===== src/hdms_pkg.sv =====
// Package for the hybrid drive mode selector: mode codes, register indexes,
// widths and the structs shared by the datapath modules. No dependencies.
package hdms_pkg;

  localparam int CFG_DATA_W = 15;
  localparam int CFG_IDX_W  = 3;

  typedef enum logic [2:0] {
    MODE_STANDSTILL = 3'd0,
    MODE_ELECTRIC   = 3'd1,
    MODE_COMBUSTION = 3'd2,
    MODE_HYBRID     = 3'd3,
    MODE_REGEN      = 3'd4
  } mode_t;

  typedef enum logic [CFG_IDX_W-1:0] {
    CFG_SPEED_LIMIT_EV        = 3'd0,
    CFG_SOC_THRESHOLD         = 3'd1,
    CFG_PEDAL_LIMIT_EV        = 3'd2,
    CFG_POWER_LIMIT_EV        = 3'd3,
    CFG_BRAKE_BAND            = 3'd4,
    CFG_HYBRID_ACCEL_LEVEL    = 3'd5,
    CFG_ELECTRIC_RETURN_ACCEL = 3'd6
  } cfg_idx_t;

  localparam logic [11:0]        RST_SPEED_LIMIT_EV        = 12'd480;
  localparam logic [12:0]        RST_SOC_THRESHOLD         = 13'd1516;
  localparam logic [12:0]        RST_PEDAL_LIMIT_EV        = 13'd1638;
  localparam logic signed [14:0] RST_POWER_LIMIT_EV        = 15'sd192;
  localparam logic [12:0]        RST_BRAKE_BAND            = 13'd41;
  localparam logic [12:0]        RST_HYBRID_ACCEL_LEVEL    = 13'd1638;
  localparam logic [12:0]        RST_ELECTRIC_RETURN_ACCEL = 13'd1229;

  localparam logic [12:0] TORQUE_MAX = 13'h1FFF;

  typedef struct packed {
    logic [11:0]        speed_limit_ev;
    logic [12:0]        soc_threshold;
    logic [12:0]        pedal_limit_ev;
    logic signed [14:0] power_limit_ev;
    logic [12:0]        brake_band;
    logic [12:0]        hybrid_accel_level;
    logic [12:0]        electric_return_accel;
  } cfg_t;

  typedef struct packed {
    logic signed [13:0] accel_demand;
    logic signed [13:0] brake_demand;
    logic [11:0]        vehicle_speed;
    logic [12:0]        battery_charge;
    logic [12:0]        pedal_position;
    logic signed [14:0] power_demand;
  } in_item_t;

  typedef struct packed {
    mode_t       drive_mode;
    logic        generator_enable;
    logic        motor_enable;
    logic        engine_enable;
    logic [12:0] drive_torque;
    logic [12:0] brake_torque;
  } out_item_t;

endpackage


===== src/hdms_in_if.sv =====
// Input channel of the drive mode selector: valid/ready plus the sensor word.
// Depends on nothing.
interface hdms_in_if;
  logic               valid;
  logic               ready;
  logic signed [13:0] accel_demand;
  logic signed [13:0] brake_demand;
  logic [11:0]        vehicle_speed;
  logic [12:0]        battery_charge;
  logic [12:0]        pedal_position;
  logic signed [14:0] power_demand;

  modport source (output valid, accel_demand, brake_demand, vehicle_speed,
                  battery_charge, pedal_position, power_demand, input ready);
  modport sink   (input valid, accel_demand, brake_demand, vehicle_speed,
                  battery_charge, pedal_position, power_demand, output ready);
endinterface


===== src/hdms_out_if.sv =====
// Result channel of the drive mode selector: valid/ready plus the command word.
// Depends on nothing.
interface hdms_out_if;
  logic        valid;
  logic        ready;
  logic [2:0]  drive_mode;
  logic        generator_enable;
  logic        motor_enable;
  logic        engine_enable;
  logic [12:0] drive_torque;
  logic [12:0] brake_torque;

  modport source (output valid, drive_mode, generator_enable, motor_enable,
                  engine_enable, drive_torque, brake_torque, input ready);
  modport sink   (input valid, drive_mode, generator_enable, motor_enable,
                  engine_enable, drive_torque, brake_torque, output ready);
endinterface


===== src/hybrid_drive_mode_selector.sv =====
// Top level of the hybrid drive mode selector: input register, mode register
// and result register. Depends on hdms_pkg, hdms_in_if, hdms_out_if,
// hdms_cfg_regs and hdms_mode_logic.
//
// Usage:
//   in_bus  - one sensor word per control tick (accel, brake, speed, charge,
//             pedal, power), valid/ready handshake.
//   out_bus - one command word per sensor word: drive mode, generator, motor
//             and engine enables, drive and brake torque demand.
//   cfg_*   - write-only threshold registers, index 0..6; write only while idle.
// Path: a word accepted on in_bus is registered in the input register, evaluated
// against the current mode and loaded into the result register driving out_bus.
// Throughput: one word per cycle while out_bus is taken; the only loop is the
// 3-bit mode register, updated in the same cycle the result register loads.
// Reset: thresholds take their default values, mode returns to standstill and
// both pipeline stages empty.
// Stall: when out_bus is not taken, the result holds; the input register still
// accepts one more word, after which in_bus.ready drops until the result moves.
module hybrid_drive_mode_selector (
  input  logic                             clk,
  input  logic                             rst_n,
  hdms_in_if.sink                          in_bus,
  hdms_out_if.source                       out_bus,
  input  logic                             cfg_we,
  input  logic [hdms_pkg::CFG_IDX_W-1:0]   cfg_index,
  input  logic [hdms_pkg::CFG_DATA_W-1:0]  cfg_wdata
);

  hdms_pkg::cfg_t      cfg;
  hdms_pkg::in_item_t  in_word, s1_r;
  hdms_pkg::out_item_t result, out_r;
  hdms_pkg::mode_t     mode_r, mode_nxt;
  logic                s1_valid_r, out_valid_r;
  logic                advance, in_ready, in_take;

  hdms_cfg_regs u_cfg (
    .clk      (clk),
    .rst_n    (rst_n),
    .cfg_we   (cfg_we),
    .cfg_index(cfg_index),
    .cfg_wdata(cfg_wdata),
    .cfg      (cfg)
  );

  assign in_word.accel_demand   = in_bus.accel_demand;
  assign in_word.brake_demand   = in_bus.brake_demand;
  assign in_word.vehicle_speed  = in_bus.vehicle_speed;
  assign in_word.battery_charge = in_bus.battery_charge;
  assign in_word.pedal_position = in_bus.pedal_position;
  assign in_word.power_demand   = in_bus.power_demand;

  // Result register can load when empty or being taken this cycle.
  assign advance  = !out_valid_r || out_bus.ready;
  assign in_ready = !s1_valid_r || advance;
  assign in_take  = in_bus.valid && in_ready;
  assign in_bus.ready = in_ready;

  hdms_mode_logic u_logic (
    .cfg     (cfg),
    .item    (s1_r),
    .mode_cur(mode_r),
    .mode_nxt(mode_nxt),
    .result  (result)
  );

  // Control: stage valids and the mode register.
  always_ff @(posedge clk) begin
    if (!rst_n) begin
      s1_valid_r  <= 1'b0;
      out_valid_r <= 1'b0;
      mode_r      <= hdms_pkg::MODE_STANDSTILL;
    end else begin
      if (in_ready) s1_valid_r <= in_bus.valid;
      if (advance) begin
        out_valid_r <= s1_valid_r;
        // Advance the mode only when a word actually moves into the result.
        if (s1_valid_r) mode_r <= mode_nxt;
      end
    end
  end

  // Payload: no reset.
  always_ff @(posedge clk) begin
    if (in_take) s1_r <= in_word;
    if (advance && s1_valid_r) out_r <= result;
  end

  assign out_bus.valid            = out_valid_r;
  assign out_bus.drive_mode       = out_r.drive_mode;
  assign out_bus.generator_enable = out_r.generator_enable;
  assign out_bus.motor_enable     = out_r.motor_enable;
  assign out_bus.engine_enable    = out_r.engine_enable;
  assign out_bus.drive_torque     = out_r.drive_torque;
  assign out_bus.brake_torque     = out_r.brake_torque;

  // A word waiting in the input register is never lost while the result stalls.
  a_s1_hold: assert property (@(posedge clk) disable iff (!rst_n)
    s1_valid_r && !advance |=> s1_valid_r)
    else $error("input register dropped a word during stall");

  // The mode changes only when a word moves into the result register.
  a_mode_stable: assert property (@(posedge clk) disable iff (!rst_n)
    !(s1_valid_r && advance) |=> $stable(mode_r))
    else $error("mode changed without a word advancing");

  // The presented result always carries the mode now held.
  a_mode_match: assert property (@(posedge clk) disable iff (!rst_n)
    out_valid_r |-> (out_r.drive_mode == mode_r))
    else $error("presented mode differs from mode register");

  // Generator and engine are never commanded together.
  a_gen_eng: assert property (@(posedge clk) disable iff (!rst_n)
    out_valid_r |-> !(out_r.generator_enable && out_r.engine_enable))
    else $error("generator and engine enabled together");

endmodule


===== src/hdms_cfg_regs.sv =====
// Threshold register file of the drive mode selector.
// Depends on hdms_pkg.
module hdms_cfg_regs (
  input  logic                             clk,
  input  logic                             rst_n,
  input  logic                             cfg_we,
  input  logic [hdms_pkg::CFG_IDX_W-1:0]   cfg_index,
  input  logic [hdms_pkg::CFG_DATA_W-1:0]  cfg_wdata,
  output hdms_pkg::cfg_t                   cfg
);

  hdms_pkg::cfg_t cfg_r;

  always_ff @(posedge clk) begin
    if (!rst_n) begin
      cfg_r.speed_limit_ev        <= hdms_pkg::RST_SPEED_LIMIT_EV;
      cfg_r.soc_threshold         <= hdms_pkg::RST_SOC_THRESHOLD;
      cfg_r.pedal_limit_ev        <= hdms_pkg::RST_PEDAL_LIMIT_EV;
      cfg_r.power_limit_ev        <= hdms_pkg::RST_POWER_LIMIT_EV;
      cfg_r.brake_band            <= hdms_pkg::RST_BRAKE_BAND;
      cfg_r.hybrid_accel_level    <= hdms_pkg::RST_HYBRID_ACCEL_LEVEL;
      cfg_r.electric_return_accel <= hdms_pkg::RST_ELECTRIC_RETURN_ACCEL;
    end else if (cfg_we) begin
      case (hdms_pkg::cfg_idx_t'(cfg_index))
        hdms_pkg::CFG_SPEED_LIMIT_EV:        cfg_r.speed_limit_ev <= cfg_wdata[11:0];
        hdms_pkg::CFG_SOC_THRESHOLD:         cfg_r.soc_threshold  <= cfg_wdata[12:0];
        hdms_pkg::CFG_PEDAL_LIMIT_EV:        cfg_r.pedal_limit_ev <= cfg_wdata[12:0];
        hdms_pkg::CFG_POWER_LIMIT_EV:        cfg_r.power_limit_ev <= signed'(cfg_wdata);
        hdms_pkg::CFG_BRAKE_BAND:            cfg_r.brake_band     <= cfg_wdata[12:0];
        hdms_pkg::CFG_HYBRID_ACCEL_LEVEL:    cfg_r.hybrid_accel_level <= cfg_wdata[12:0];
        hdms_pkg::CFG_ELECTRIC_RETURN_ACCEL: cfg_r.electric_return_accel <= cfg_wdata[12:0];
        default: ;  // drop writes beyond the list
      endcase
    end
  end

  assign cfg = cfg_r;

endmodule


===== src/hdms_mode_logic.sv =====
// Combinational mode update and command decode for one sensor word.
// Depends on hdms_pkg.
module hdms_mode_logic (
  input  hdms_pkg::cfg_t      cfg,
  input  hdms_pkg::in_item_t  item,
  input  hdms_pkg::mode_t     mode_cur,
  output hdms_pkg::mode_t     mode_nxt,
  output hdms_pkg::out_item_t result
);

  logic signed [15:0] acc_w, brk_w, band_w, hyb_w, ret_w;
  logic brake_on, brake_off, ev, fast, hard, low_soc, acc_pos, acc_zero, speed_zero;
  hdms_pkg::mode_t mode_mid;

  assign acc_w  = 16'(item.accel_demand);
  assign brk_w  = 16'(item.brake_demand);
  assign band_w = signed'({3'b000, cfg.brake_band});
  assign hyb_w  = signed'({3'b000, cfg.hybrid_accel_level});
  assign ret_w  = signed'({3'b000, cfg.electric_return_accel});

  assign brake_on   = brk_w < -band_w;
  assign brake_off  = brk_w > band_w;
  assign fast       = item.vehicle_speed > cfg.speed_limit_ev;
  assign low_soc    = item.battery_charge < cfg.soc_threshold;
  assign ev         = !fast && !low_soc &&
                      !(item.pedal_position > cfg.pedal_limit_ev) &&
                      !(item.power_demand > cfg.power_limit_ev);
  assign hard       = acc_w >= hyb_w;
  assign acc_pos    = item.accel_demand > 14'sd0;
  assign acc_zero   = item.accel_demand == 14'sd0;
  assign speed_zero = item.vehicle_speed == 12'd0;

  // Brake override first, then the regular transitions in the same tick.
  always_comb begin
    mode_mid = mode_cur;
    if (brake_on) begin
      mode_mid = hdms_pkg::MODE_REGEN;
    end else if (mode_cur == hdms_pkg::MODE_REGEN && brake_off) begin
      mode_mid = speed_zero ? hdms_pkg::MODE_STANDSTILL : hdms_pkg::MODE_ELECTRIC;
    end
  end

  always_comb begin
    mode_nxt = mode_mid;
    case (mode_mid)
      hdms_pkg::MODE_STANDSTILL: begin
        if (acc_pos && ev)           mode_nxt = hdms_pkg::MODE_ELECTRIC;
        else if (acc_pos && low_soc) mode_nxt = hdms_pkg::MODE_COMBUSTION;
      end
      hdms_pkg::MODE_ELECTRIC: begin
        if (speed_zero && acc_zero)         mode_nxt = hdms_pkg::MODE_STANDSTILL;
        else if (!ev)                       mode_nxt = hdms_pkg::MODE_COMBUSTION;
        else if ((hard || fast) && !low_soc) mode_nxt = hdms_pkg::MODE_HYBRID;
      end
      hdms_pkg::MODE_COMBUSTION: begin
        if (ev)                             mode_nxt = hdms_pkg::MODE_ELECTRIC;
        else if ((hard || fast) && low_soc) mode_nxt = hdms_pkg::MODE_HYBRID;
      end
      hdms_pkg::MODE_HYBRID: begin
        if (ev && (acc_w < ret_w)) mode_nxt = hdms_pkg::MODE_ELECTRIC;
        else if (low_soc)          mode_nxt = hdms_pkg::MODE_COMBUSTION;
      end
      default: ;
    endcase
  end

  always_comb begin
    result.drive_mode       = mode_nxt;
    result.generator_enable = 1'b0;
    result.motor_enable     = 1'b0;
    result.engine_enable    = 1'b0;
    case (mode_nxt)
      hdms_pkg::MODE_STANDSTILL: begin
        result.generator_enable = 1'b1;
        result.motor_enable     = 1'b1;
      end
      hdms_pkg::MODE_ELECTRIC:   result.motor_enable  = 1'b1;
      hdms_pkg::MODE_COMBUSTION: result.engine_enable = 1'b1;
      hdms_pkg::MODE_HYBRID: begin
        result.motor_enable  = 1'b1;
        result.engine_enable = 1'b1;
      end
      hdms_pkg::MODE_REGEN:      result.generator_enable = 1'b1;
      default: ;
    endcase

    result.drive_torque = acc_pos ? item.accel_demand[12:0] : 13'd0;
    // Full-scale negative brake would need 14 bits; saturate it.
    if (item.brake_demand == -14'sd8192)
      result.brake_torque = hdms_pkg::TORQUE_MAX;
    else if (item.brake_demand < 14'sd0)
      result.brake_torque = 13'(-brk_w);
    else
      result.brake_torque = 13'd0;
  end

endmodule


===== src/flat_wrapper.sv =====
// flat-port wrapper written by rule: the top's interface ports become plain ports
module hybrid_drive_mode_selector_flat 
  (clk, rst_n, cfg_we, cfg_index, cfg_wdata, in_bus_valid, in_bus_accel_demand, in_bus_brake_demand, in_bus_vehicle_speed, in_bus_battery_charge, in_bus_pedal_position, in_bus_power_demand, in_bus_ready, out_bus_valid, out_bus_drive_mode, out_bus_generator_enable, out_bus_motor_enable, out_bus_engine_enable, out_bus_drive_torque, out_bus_brake_torque, out_bus_ready);
  hdms_in_if in_bus_i ();
  hdms_out_if out_bus_i ();
  input  logic clk;
  input  logic rst_n;
  input  logic cfg_we;
  input  logic [hdms_pkg::CFG_IDX_W-1:0] cfg_index;
  input  logic [hdms_pkg::CFG_DATA_W-1:0] cfg_wdata;
  input wire logic [$bits(in_bus_i.valid)-1:0] in_bus_valid;
  input wire logic [$bits(in_bus_i.accel_demand)-1:0] in_bus_accel_demand;
  input wire logic [$bits(in_bus_i.brake_demand)-1:0] in_bus_brake_demand;
  input wire logic [$bits(in_bus_i.vehicle_speed)-1:0] in_bus_vehicle_speed;
  input wire logic [$bits(in_bus_i.battery_charge)-1:0] in_bus_battery_charge;
  input wire logic [$bits(in_bus_i.pedal_position)-1:0] in_bus_pedal_position;
  input wire logic [$bits(in_bus_i.power_demand)-1:0] in_bus_power_demand;
  output wire logic [$bits(in_bus_i.ready)-1:0] in_bus_ready;
  output wire logic [$bits(out_bus_i.valid)-1:0] out_bus_valid;
  output wire logic [$bits(out_bus_i.drive_mode)-1:0] out_bus_drive_mode;
  output wire logic [$bits(out_bus_i.generator_enable)-1:0] out_bus_generator_enable;
  output wire logic [$bits(out_bus_i.motor_enable)-1:0] out_bus_motor_enable;
  output wire logic [$bits(out_bus_i.engine_enable)-1:0] out_bus_engine_enable;
  output wire logic [$bits(out_bus_i.drive_torque)-1:0] out_bus_drive_torque;
  output wire logic [$bits(out_bus_i.brake_torque)-1:0] out_bus_brake_torque;
  input wire logic [$bits(out_bus_i.ready)-1:0] out_bus_ready;
  assign in_bus_i.valid = in_bus_valid;
  assign in_bus_i.accel_demand = in_bus_accel_demand;
  assign in_bus_i.brake_demand = in_bus_brake_demand;
  assign in_bus_i.vehicle_speed = in_bus_vehicle_speed;
  assign in_bus_i.battery_charge = in_bus_battery_charge;
  assign in_bus_i.pedal_position = in_bus_pedal_position;
  assign in_bus_i.power_demand = in_bus_power_demand;
  assign in_bus_ready = in_bus_i.ready;
  assign out_bus_valid = out_bus_i.valid;
  assign out_bus_drive_mode = out_bus_i.drive_mode;
  assign out_bus_generator_enable = out_bus_i.generator_enable;
  assign out_bus_motor_enable = out_bus_i.motor_enable;
  assign out_bus_engine_enable = out_bus_i.engine_enable;
  assign out_bus_drive_torque = out_bus_i.drive_torque;
  assign out_bus_brake_torque = out_bus_i.brake_torque;
  assign out_bus_i.ready = out_bus_ready;
  hybrid_drive_mode_selector u_core (.clk(clk), .rst_n(rst_n), .in_bus(in_bus_i), .out_bus(out_bus_i), .cfg_we(cfg_we), .cfg_index(cfg_index), .cfg_wdata(cfg_wdata));
endmodule

===== config.mk =====
export PLATFORM = sky130hd
export DESIGN_NAME = hybrid_drive_mode_selector_flat
export DESIGN_NICKNAME = d
export VERILOG_FILES = /design/src/hdms_pkg.sv /design/src/hdms_in_if.sv /design/src/hdms_out_if.sv /design/src/hybrid_drive_mode_selector.sv /design/src/hdms_cfg_regs.sv /design/src/hdms_mode_logic.sv /design/src/flat_wrapper.sv
export SDC_FILE = /design/constraint.sdc
export NUM_CORES = 1
export LEC_CHECK = 0
export ABC_AREA = 1
export BUFFER_PORTS_ARGS = -buffer_cell sky130_fd_sc_hd__buf_2
export CORE_ASPECT_RATIO = 0.7
export CORE_MARGIN = 1.5
export CORE_UTILIZATION = 55
export DETAILED_ROUTE_END_ITERATION = 8
export HOLD_SLACK_MARGIN = 0.08
export PLACE_DENSITY = 0.76
export SLEW_MARGIN = 20
export SYNTH_ARGS = -nofsm -noshare
export SYNTH_HDL_FRONTEND = slang
export SYNTH_HIERARCHICAL = 1
export SYNTH_SLANG_ARGS = --single-unit

===== constraint.sdc =====
create_clock -name clk -period 4.6 [get_ports clk]
set_clock_uncertainty 0.05 [all_clocks]
set_input_delay 0.23 -clock clk [delete_from_list [all_inputs] [get_ports clk]]
set_output_delay 0.23 -clock clk [all_outputs]
set_load 0.005 [all_outputs]

==> metrics.cfg, run 1 <==
[run_status]
status=finished, final reports clean

[final_layout]
stdcell_area_um2=13690
layout-drive-gt1-share_pct=13.66
final_nets=1776
fill_cells=1526
area_growth_pct=23.99
layoutNonFillerInstCount=1851
antenna_cells=0

[worst_setup_path]
r2r_start=u_core/u_cfg/cfg[27]$_SDFFE_PN0P_
cp-end-kind=register
crit_type=register to register
critPathMaxFanout=6
cp.buffers_inverters=4
cp.arrival_ps=4030
setup.worst_path.start_class=register
cp_top_family=simple AND/OR/NAND/NOR gates
max_stage_delay_ps=330
r2r_cells=27
rr_endpoint=u_core/mode_r[0]$_SDFFE_PN0P_
r2r_slack_ps=970
worst_path_max_delay_cell=dfxtp_1
cp_data_required_time_ps=4990

[drt]
wl_um=27170
via_count=9520
drtIter0Drc=775
wl_per_cell_um=14.68
dr.pass1.iters=5
vias_per_cell=5.143
post-route-drc-count=0
ant_nets=0

[placed_design]
hpwl_um=18630
gp_congestion=0.9055
dpl-instance-area_um2=11930
dpl_worst_slack_ps=1026
dp_cells=1715
portBuffers=137

[clock_tree]
ctsResizeCount=0
clk_latency_ps=510
cts_root_buffer=clkbuf_16
clockBufferDepth=3
path_clk_slew_ps=70
cts_setup_buffers=0
htree_num_levels=1
holdBufCountCts=96
cts_tree=yes
numCtsBuffers=22
clock_sinks=210

[synth]
syn-num-nets=1550
ys_top_cells_by_count=nand2_1 (332), inv_1 (190), nor2_1 (189), nand3_1 (130), edfxtp_1 (113)
ys_types=36
syn_inst=1339
synth_seq_area_share_pct=48.33
postSynthAreaPerCell_um2=8.244
synth_area_leaders=edfxtp_1 (31%), dfxtp_1 (18%), ha_1 (12%), nand2_1 (11%), inv_1 (6.5%)
ys.flop_type=edfxtp_1
yosysWarnings=6
synth-edff-count=113
async_reset_ff_share_pct=0
yosysMostFrequentCell=nand2_1
yosysTopAreaCell=edfxtp_1
ys_ff_latch=210
yosysTopAreaCellShare_pct=30.74
netlist_area_um2=11040

[min_path]
min_path_cells=5
hold_class=primary input to register
min_to=u_core/u_cfg/cfg[25]$_SDFFE_PN0P_
hold_path.startpoint=cfg_wdata[12]

[global_route]
antenna_found_initial=0
grt_overflow=0
first_global_vias=9145
grt_max_degree=55
grt_pass1_wl_um=43500
gr-usage-all-layers_pct=26.35

[timing]
min_period_ps=3633
worst_pin_slew_ps=1074
period_share_pct=78.99
setup_ws_ps=966.7
slew_headroom_pct=28.23
max_freq_mhz=275.2
rsz0062_at_grt=no
finalSetupTns_ps=0
hold_violations=0
setup_viol=0
slew_viol_final=0

[die]
die_area_um2=20940
die_h_um=121.5
rows=43
die_w_um=172.3
core_um2=19750
num_io_pins=138
start_util_pct=55.91

[power]
p_per_area_nw_per_um2=335.7
p_leak_nw=6.670
finalPower_mw=4.596
vdd_drop_max_mv=0.2700

[flow_run]
timing.max_cap.violations=0

[logic make-up (layout without fill, tap and decap cells)]
kind of cell,after synthesis,after routing,share of synthesized area (%)
fa+ha+maj,107,107,12.13
buf+inv,238,480,8.489
compound gates,70,70,3.446
simple gates,703,703,26.74
flops,210,210,48.33
xor+xnor,11,11,0.8727
[per-layer routing]
| metal | wire length (um) | GRT usage, % | vias up |
|---|---|---|---|
| met4 | 410 | 6.033 | 0 |
| met5 | 0 | 0 | - |
| li1 | - | - | 4749 |
| met1 | 12690 | 37.05 | 4380 |
| met2 | 12220 | 42.79 | 353 |
| met3 | 1849 | 4.451 | 38 |
[through the flow]
stage	hold slack, ps	utilization, %
final	131.9	69.32
after global placement	356.2	60.44
after floorplan	278.9	-
after CTS	107.0	69.32
after global routing	154.0	69.32
after detailed placement	358.1	60.44
[tightest hold or removal path, stage by stage]
cell and delay (ps):
buf_2 70, inv_1 110, nand3_1 110, nand2_1 50, nor2_1 70
[layout make-up]
type                    instances  area, um2  share of cell area [%]
clock buffers                  28      666.9                   4.872
clock inverters                12      126.4                  0.9232
inverters                     203      764.5                   5.585
multi-input cells             891       4781                   34.93
flip-flops and latches        210       5335                   38.98
well taps                     270      337.8                   2.468
repair buffers                237       1677                   12.25
[report_power, final]
part	switching (mW)	internal [mW]
registers	0.0591	2.08
clock network	0.766	1.15
logic	0.318	0.231
[how the worst max path moves through the flow]
stage	start	to	slack, ps	cells past startpoint
2_1_floorplan	u_core/u_cfg/cfg[27]$_SDFFE_PN0P_	u_core/out_bus.drive_mode[0]$_DFFE_PP_	1440	23
3_3_place_gp	u_core/u_cfg/cfg[26]$_SDFFE_PN1P_	u_core/mode_r[0]$_SDFFE_PN0P_	1190	27
3_5_place_dp	u_core/u_cfg/cfg[27]$_SDFFE_PN0P_	u_core/mode_r[0]$_SDFFE_PN0P_	1030	27
4_1_cts	u_core/u_cfg/cfg[27]$_SDFFE_PN0P_	u_core/mode_r[0]$_SDFFE_PN0P_	1010	27
5_1_grt	u_core/u_cfg/cfg[27]$_SDFFE_PN0P_	u_core/mode_r[0]$_SDFFE_PN0P_	420	27
6_report	u_core/u_cfg/cfg[27]$_SDFFE_PN0P_	u_core/mode_r[0]$_SDFFE_PN0P_	970	27
[state kept, by name, summed over array words and instances, names as in the netlist, 3 cells and up]
| name | cells |
|---|---|
| u_core/out_bus.drive_torque | 13 |
| u_core/out_bus.drive_mode | 3 |
| u_core/out_bus.brake_torque | 13 |
| u_core/mode_r | 3 |
| u_core/u_cfg/cfg | 92 |
| u_core/s1_r | 81 |
[cell usage in the layout (no fill, tap or decap), types with 2 or more instances in the layout]
cell type	instances
edfxtp_1	113
nand3b_1	3
dfxtp_1	97
nor2_1	188
buf_4	4
clkinv_2	3
nor4_1	2
nor3b_1	2
nor2_4	2
nand2_1	332
inv_2	12
xor2_1	11
clkinv_1	2
clkinvlp_2	2
nor3_1	12
clkbuf_8	3
nand3_1	130
nand3_2	2
ha_1	107
nand2_2	5
bufinv_16	2
o21ai_0	15
o21bai_1	4
clkinvlp_4	2
nor2_2	8
a21o_1	2
and2_1	2
buf_2	137
dlygate4sd3_1	96
nand4_1	11
inv_1	189
clkinv_4	2
a21oi_1	43
nor3_2	3
clkbuf_16	25
Note: power is estimated with default switching activity, not from simulation.
==> run 2: changes to the inputs <==
--- a/config.mk
+++ b/config.mk
@@ -5,14 +5,14 @@
 export SDC_FILE = /design/constraint.sdc
 export NUM_CORES = 1
 export LEC_CHECK = 0
-export ABC_AREA = 1
+export ABC_AREA = 0
 export BUFFER_PORTS_ARGS = -buffer_cell sky130_fd_sc_hd__buf_2
 export CORE_ASPECT_RATIO = 0.7
 export CORE_MARGIN = 1.5
-export CORE_UTILIZATION = 55
+export CORE_UTILIZATION = 53
 export DETAILED_ROUTE_END_ITERATION = 8
 export HOLD_SLACK_MARGIN = 0.08
-export PLACE_DENSITY = 0.76
+export PLACE_DENSITY = 0.77
 export SLEW_MARGIN = 20
 export SYNTH_ARGS = -nofsm -noshare
 export SYNTH_HDL_FRONTEND = slang
==> constraint.sdc (replaced) <==
create_clock -name clk -period 3.1 [get_ports clk]
set_clock_uncertainty 0.05 [all_clocks]
set_input_delay 0.155 -clock clk [delete_from_list [all_inputs] [get_ports clk]]
set_output_delay 0.155 -clock clk [all_outputs]
set_load 0.005 [all_outputs]
==> run 2 against run 1 <==
Highest routed layer unchanged. Via count fell by 12%. The run now ends with setup timing left. Power rose by 41%. Final cell count fell by 15%. Setup slack got worse by 1500 ps. Largest cell class unchanged. Worst hold slack got worse by 8.4 ps. First-iteration DRC count fell by 29%. Cell area rose by 1.8%. Register-to-register slack got worse by 1500 ps. Sequential cell count did not move. Non-clock buffer count rose by 62.
==> metrics.cfg, run 2 <==
[drt]
wl_per_cell_um=17.20  ; +17%
via_count=8406  ; -12%
wl_um=26970  ; -0.73%
dr.pass1.iters=5  ; unchanged
post-route-drc-count=0  ; unchanged
ant_nets=0  ; unchanged
drtIter0Drc=548  ; -29%
vias_per_cell=5.361  ; +4.2%

[placed_design]
portBuffers=137  ; unchanged
hpwl_um=18450  ; -0.93%
dpl-instance-area_um2=12080  ; +1.3%
gp_congestion=0.8709  ; -3.8%

[final_layout]
largest_reg_flops=92  ; unchanged
seqCellArea_um2=5336  ; about the same
area_growth_pct=29.11
fill_cells=1501  ; -1.6%
final_common_cell=buf_2
layout_common_cells=buf_2 (137), nand2_1 (122), edfxtp_1 (113), ha_1 (107), dlygate4sd3_1 (105)
multiInputGateArea_um2=4969  ; +3.9%
final_nets=1493  ; -16%
layout-drive-gt1-share_pct=19.57  ; +5.9 points
antenna_cells=0  ; unchanged
stdcell_area_um2=13940  ; +1.8%

[die]
die_area_um2=21250  ; +1.4%
start_util_pct=54.22  ; -1.7 points
core_um2=19910  ; +0.82%
rows=43  ; unchanged
die_w_um=173.6  ; +0.72%
die_h_um=122.4  ; +0.72%
num_io_pins=138  ; unchanged

[worst_setup_path]
cp_top_family=simple AND/OR/NAND/NOR gates
critPathMaxFanout=3  ; -3
max_stage_delay_ps=490  ; +160 ps
r2r_cells=15  ; -44%
setup.worst_path.start_class=register
path_cells=nor4_4, nand2_2, nor4_4, nand2_1, nor2_2, xnor2_1, ha_1, nand4_1, a2111o_1, a311oi_4, a21bo_4, or4_4, and3_4, nand2_2, mux2i_1
r2r_start=u_core/u_cfg/cfg[31]$_SDFFE_PN1P_
cp_data_required_time_ps=3410  ; -1580 ps
crit_type=register to register
worst_path_max_delay_cell=or4_4
rr_endpoint=u_core/mode_r[0]$_SDFFE_PN0P_
r2r_slack_ps=-530  ; -1490 ps
cp-end-kind=register
cp.buffers_inverters=0  ; -4
cp.arrival_ps=3930  ; -100 ps

[synth]
ys.flop_type=edfxtp_1
syn_inst=996  ; -26%
postSynthAreaPerCell_um2=10.84  ; +31%
netlist_area_um2=10790  ; -2.2%
yosysMostFrequentCell=nand2_1
synth-edff-count=113  ; unchanged
yosysTopAreaCellShare_pct=31.44  ; +0.70 points
yosysTopAreaCell=edfxtp_1
synth_seq_area_share_pct=49.43  ; +1.1 points
ys_types=62  ; +72%
ys_top_cells_by_count=nand2_1 (125), edfxtp_1 (113), ha_1 (107), inv_1 (103), dfxtp_1 (97)
async_reset_ff_share_pct=0  ; unchanged
yosysWarnings=6  ; unchanged
synth_area_leaders=edfxtp_1 (31%), dfxtp_1 (18%), ha_1 (12%), mux2i_1 (8.9%), nand2_1 (4.3%)
ys_ff_latch=210  ; unchanged
syn-num-nets=1207  ; -22%

[power]
p_leak_nw=6.348  ; -4.8%
intPower_mw=4.928  ; +43%
seqPwrFrac_pct=48.5  ; +2.0 points
switching_share_pct=23.78  ; -1.1 points
p_switching_mw=1.538  ; +35%
p_per_area_nw_per_um2=464.0  ; +38%
vdd_drop_max_mv=0.4422  ; +64%
finalPower_mw=6.466  ; +41%
clkPwrFrac_pct=40.0  ; -1.6 points
p_comb_share_pct=11.5  ; -0.5 points

[clock_tree]
clk_latency_ps=510  ; about the same
clockBufferDepth=3  ; unchanged
cts_root_buffer=clkbuf_16
cts_tree=yes
clock_sinks=210  ; unchanged
htree_num_levels=1  ; unchanged
numCtsBuffers=22  ; unchanged
path_clk_slew_ps=60  ; about the same

[timing]
slew_viol_final=0  ; unchanged
setup_ws_ps=-525.7  ; -1492 ps
hold_violations=0  ; unchanged
max_freq_mhz=275.8  ; +0.21%
slew_headroom_pct=31.07  ; +2.8 points
worst_pin_slew_ps=1032  ; -42.37 ps
min_period_ps=3626  ; -7.564 ps
period_share_pct=117.0  ; +38 points
setup_viol=9  ; +9
rsz0062_at_grt=yes
fin_hold_ws_ps=123.4  ; -8.421 ps

[global_route]
grt_overflow=0  ; unchanged
gr-usage-all-layers_pct=25.73  ; -0.62 points
antenna_found_initial=0  ; unchanged
grt_pass1_wl_um=42700  ; -1.9%
grt_max_degree=50  ; -9.1%
first_global_vias=8523  ; -6.8%

[min_path]
hold_class=primary input to register
hold_path.startpoint=cfg_index[2]
min_path_cells=3  ; -2
min_to=u_core/u_cfg/cfg[26]$_SDFFE_PN1P_

[run_status]
violations=setup timing
status=complete, but fails checks

[flow_run]
timing.max_cap.violations=0  ; unchanged

run 2: cell count changes after synthesis, sizes merged, moves of 8 or more:
cell / delta
nor2: -181
mux2i: +96
clkbuf: +11
nor2b: +66
nand3: -115
nand2: -212
nor4: +16
a21oi: -12
inv: -97
o211ai: +11
xor2: -9
xnor2: +15
buf: -9
a211oi: +8
run 2: logic make-up (layout without fill, tap and decap cells):
logic type	Yosys count	after routing	synth area share, %
simple gates	313	313	15.20
buf+inv	141	443	5.332
fa+ha+maj	107	107	12.40
mux	96	96	8.902
xor+xnor	17	17	1.379
compound gates	112	112	7.361
flops	210	210	49.43
run 2: through the flow:
| step | setup TNS [ps] | instances | utilization [%] | setup slack [ps] |
|---|---|---|---|---|
| 2_1_floorplan | -1966 | 996 | - | -582.9 |
| 3_3_place_gp | -3131 | 1419 | 60.70 | -528.0 |
| 3_5_place_dp | -3848 | 1419 | 60.70 | -662.3 |
| 4_1_cts | -3763 | 1567 | 69.87 | -618.0 |
| 5_1_grt | -4976 | 1568 | 70.01 | -745.9 |
| 6_report | -2846 | 1568 | 70.01 | -525.7 |
run 2: timing repair:
| action | 4_1_cts | 5_1_grt |
|---|---|---|
| resized for setup | 11 | 5 |
| hold buffers | 105 | 0 |
| endpoints found under the setup margin | 9 | 9 |
| hold endpoints to repair | 138 | 0 |
| pin swaps | 3 | 1 |
| buffers inserted | 3 | 1 |
run 2: layer usage:
metal	share of wire [%]	global-route usage, %	vias up
met5	0	0	-
met4	2.9	7.974	0
li1	-	-	4115
met2	46	43.47	261
met1	45	33.81	3965
met3	6.1	5.019	65
run 2: layout make-up:
class	count	share of cell area, %
Clock buffer	34	4.803
Clock inverter	6	0.3232
Inverter	104	2.801
Multi-Input combinational cell	645	35.65
Sequential cell	210	38.29
Tap cell	270	2.424
Timing Repair Buffer	299	15.70
run 2: worst max-delay path by stage:
stage / cells after the start / endpoint / startpoint
final: 15 / u_core/mode_r[0]$_SDFFE_PN0P_ / u_core/u_cfg/cfg[31]$_SDFFE_PN1P_
after global routing: 15 / u_core/mode_r[0]$_SDFFE_PN0P_ / u_core/u_cfg/cfg[31]$_SDFFE_PN1P_
after CTS: 15 / u_core/mode_r[0]$_SDFFE_PN0P_ / u_core/u_cfg/cfg[31]$_SDFFE_PN1P_
after detailed placement: 16 / u_core/mode_r[0]$_SDFFE_PN0P_ / u_core/u_cfg/cfg[31]$_SDFFE_PN1P_
after global placement: 15 / u_core/mode_r[0]$_SDFFE_PN0P_ / u_core/u_cfg/cfg[31]$_SDFFE_PN1P_
after floorplan: 14 / u_core/out_bus.drive_mode[0]$_DFFE_PP_ / u_core/u_cfg/cfg[31]$_SDFFE_PN1P_
run 2: power by group through the flow:
stage | Combinational [mW] | Clock [mW] | Sequential (mW)
floorplan | 0.375 | 0 | 3.17
CTS | 0.725 | 2.63 | 3.13
global placement | 0.593 | 0 | 3.19
detailed placement | 0.609 | 0 | 3.19
finish | 0.744 | 2.59 | 3.13
global route | 0.818 | 2.76 | 3.15
run 2: tightest hold or removal path, delay by kind of cell:
kind / cells / cell delay, ps
simple gates: 1 / 190
buf+inv: 1 / 160
mux: 1 / 130
==> run 3: changes to the inputs <==
--- a/config.mk
+++ b/config.mk
@@ -7,14 +7,15 @@
 export LEC_CHECK = 0
 export ABC_AREA = 0
 export BUFFER_PORTS_ARGS = -buffer_cell sky130_fd_sc_hd__buf_2
-export CORE_ASPECT_RATIO = 0.7
+export CORE_ASPECT_RATIO = 1.4
 export CORE_MARGIN = 1.5
 export CORE_UTILIZATION = 53
 export DETAILED_ROUTE_END_ITERATION = 8
 export HOLD_SLACK_MARGIN = 0.08
-export PLACE_DENSITY = 0.77
+export PLACE_DENSITY = 0.82
 export SLEW_MARGIN = 20
 export SYNTH_ARGS = -nofsm -noshare
 export SYNTH_HDL_FRONTEND = slang
 export SYNTH_HIERARCHICAL = 1
 export SYNTH_SLANG_ARGS = --single-unit
+export TNS_END_PERCENT = 10
==> run 3 against run 2 <==
First-iteration DRC count is 11% lower. Sequential share of layout area is 0.60 points higher. Non-clock buffer count is 14 lower. Critical endpoint unchanged. Highest routed layer is now met5. Utilization is 1.1 points lower. Final cell count is 2.3% lower. The flow still finishes with violations (setup timing). Combinational power is 1% lower. Worst hold slack better by 2.4 ps. Maximum frequency is 1.2% higher. Setup slack better by 42 ps.
==> metrics.cfg, run 3 (same netlist as run 2, synthesis figures left out) <==
[drt]
drtIter0Drc=490  ; -11%
ant_nets=0  ; unchanged
vias_per_cell=5.492  ; +2.4%
post-route-drc-count=0  ; unchanged
dr.pass1.iters=5  ; unchanged
via_count=8414  ; +0.095%
wl_um=27360  ; +1.4%
wl_per_cell_um=17.86  ; +3.8%

[placed_design]
hpwl_um=18140  ; -1.7%
portBuffers=137  ; unchanged
dpl-instance-area_um2=11980  ; -0.85%
gp_congestion=0.8698  ; -0.13%

[clock_tree]
clockBufferDepth=3  ; unchanged
numCtsBuffers=20  ; -9.1%
clock_sinks=210  ; unchanged
htree_num_levels=1  ; unchanged
clk_latency_ps=500  ; about the same
cts_root_buffer=clkbuf_16
cts_tree=yes
path_clk_slew_ps=60  ; about the same

[final_layout]
largest_reg_flops=92  ; unchanged
final_util_pct=68.87  ; -1.1 points
antenna_cells=0  ; unchanged
layout_common_cells=buf_2 (136), nand2_1 (123), edfxtp_1 (113), ha_1 (107), inv_1 (103)
final_common_cell=buf_2
seqCellArea_um2=5336  ; unchanged
fill_cells=1364  ; -9.1%
multiInputGateArea_um2=4962  ; -0.13%
layout-drive-gt1-share_pct=18.13  ; -1.4 points
area_growth_pct=27.10
final_nets=1477  ; -1.1%
stdcell_area_um2=13720  ; -1.6%

[timing]
min_period_ps=3583  ; -42.37 ps
setup_ws_ps=-483.4  ; +42.37 ps
slew_viol_final=0  ; unchanged
period_share_pct=115.6  ; -1.4 points
slew_headroom_pct=35.07  ; +4.0 points
rsz0062_at_grt=yes
worst_pin_slew_ps=968.9  ; -62.86 ps
hold_violations=0  ; unchanged
max_freq_mhz=279.1  ; +1.2%
setup_viol=7  ; -2

[global_route]
grt_max_degree=47  ; -6.0%
grt_pass1_wl_um=42620  ; -0.18%
antenna_found_initial=1  ; +1
met3_usage_pct=4.288  ; -0.73 points
busiest_layer=met2
met2_usage_pct=48.38  ; +4.9 points
gr-usage-all-layers_pct=25.97  ; +0.24 points
grt_overflow=0  ; unchanged
globalRouteMet1Util_pct=27.38  ; -6.4 points
first_global_vias=8799  ; +3.2%

[run_status]
status=complete, but fails checks
violations=setup timing

[power]
p_comb_share_pct=11.7  ; +0.2 points
p_switching_mw=1.471  ; -4.4%
vdd_drop_max_mv=0.4438  ; +0.36%
p_per_area_nw_per_um2=458.0  ; -1.3%
intPower_mw=4.812  ; -2.4%
p_leak_nw=6.230  ; -1.9%
clkPwrFrac_pct=38.5  ; -1.5 points
seqPwrFrac_pct=49.8  ; +1.3 points
switching_share_pct=23.41  ; -0.37 points

[worst_setup_path]
path_cells=nor4_4, nand2_2, nor4_4, buf_4, buf_4, buf_4, xnor2_1, ha_1, nand4_1, a2111o_1, a311oi_4, a21bo_4, or4_4, and3_4, nand2_2, mux2i_1
cp.arrival_ps=3880  ; -50 ps
setup.worst_path.start_class=register
crit_top_cell=buf_4
worst_path_max_delay_cell=or4_4
crit_type=register to register
critPathMaxFanout=3  ; unchanged
max_stage_delay_ps=480  ; about the same
cp_data_required_time_ps=3400  ; about the same
cp-end-kind=register

[die]
core_um2=19920  ; about the same
die_w_um=123.6  ; -29%
die_area_um2=21240  ; about the same
num_io_pins=138  ; unchanged
rows=61  ; +42%
start_util_pct=54.19  ; about the same
die_h_um=171.9  ; +40%

[flow_run]
timing.max_cap.violations=0  ; unchanged

[min_path]
hold_class=primary input to register

## run 3: repair_timing
| item | in CTS | in global routing |
|---|---|---|
| endpoints found under the hold margin | 133 | 0 |
| pin swaps | 5 | 4 |
| hold buffers | 102 | 0 |
| setup endpoints to repair | 9 | 9 |
| resized for setup | 7 | 3 |
| buffers inserted | 4 | 0 |
| cloned | 0 | 0 |
## run 3: power by group through the flow
stage / clock (mW) / sequential, mW / combinational, mW
2_1_floorplan: 0 / 3.17 / 0.375
3_3_place_gp: 0 / 3.19 / 0.581
3_5_place_dp: 0 / 3.19 / 0.606
4_1_cts: 2.43 / 3.13 / 0.709
5_1_grt: 2.55 / 3.14 / 0.803
6_report: 2.42 / 3.13 / 0.734
## run 3: area by class of cell
| class | count | area share, % |
|---|---|---|
| clock buffer | 23 | 3.885 |
| clock inverter | 13 | 0.7843 |
| inverter | 104 | 2.845 |
| multi-input combinational | 645 | 36.17 |
| sequential | 210 | 38.90 |
| tap | 252 | 2.298 |
| timing repair buffer | 285 | 15.12 |
## run 3: final timing paths
path / start / to / slack, ps / cells after the start
setup / recovery: u_core/u_cfg/cfg[31]$_SDFFE_PN1P_ / u_core/mode_r[0]$_SDFFE_PN0P_ / -480 / 16
hold reg to reg: u_core/u_cfg/cfg[61]$_SDFFE_PN0P_ / u_core/u_cfg/cfg[61]$_SDFFE_PN0P_ / 410 / 2
setup reg to reg: u_core/u_cfg/cfg[31]$_SDFFE_PN1P_ / u_core/mode_r[0]$_SDFFE_PN0P_ / -480 / 16
hold / removal: cfg_index[0] / u_core/u_cfg/cfg[26]$_SDFFE_PN1P_ / 130 / 3
## run 3: routing by layer
| layer | up-vias | wire, um |
|---|---|---|
| li1 | 4073 | - |
| met1 | 3920 | 10150 |
| met2 | 306 | 14240 |
| met3 | 113 | 1450 |
| met4 | 2 | 1508 |
| met5 | - | 10 |
## run 3: through the flow
step                power (mW)  TNS, ps  worst slack (ps)  instances  hold slack, ps
global placement         3.768    -2515            -453.8       1390           281.0
finish                   6.283    -2602            -483.4       1532           125.8
detailed placement       3.796    -4570            -693.7       1390           283.1
floorplan                3.547    -2015            -583.7        996           203.9
global route             6.493    -4214            -665.5       1532           128.3
CTS                      6.270    -2504            -475.5       1532           101.1
## run 3: critical path, delay by kind of cell (launching register included)
family | cells | cell delay (ps)
flip-flops | 1 | 330
buffers and inverters | 3 | 330
XOR/XNOR | 1 | 60
AO/OA/AOI/OAI | 3 | 880
adder cells (fa/ha/maj) | 1 | 310
multiplexers | 1 | 70
AND/OR/NAND/NOR | 7 | 1410
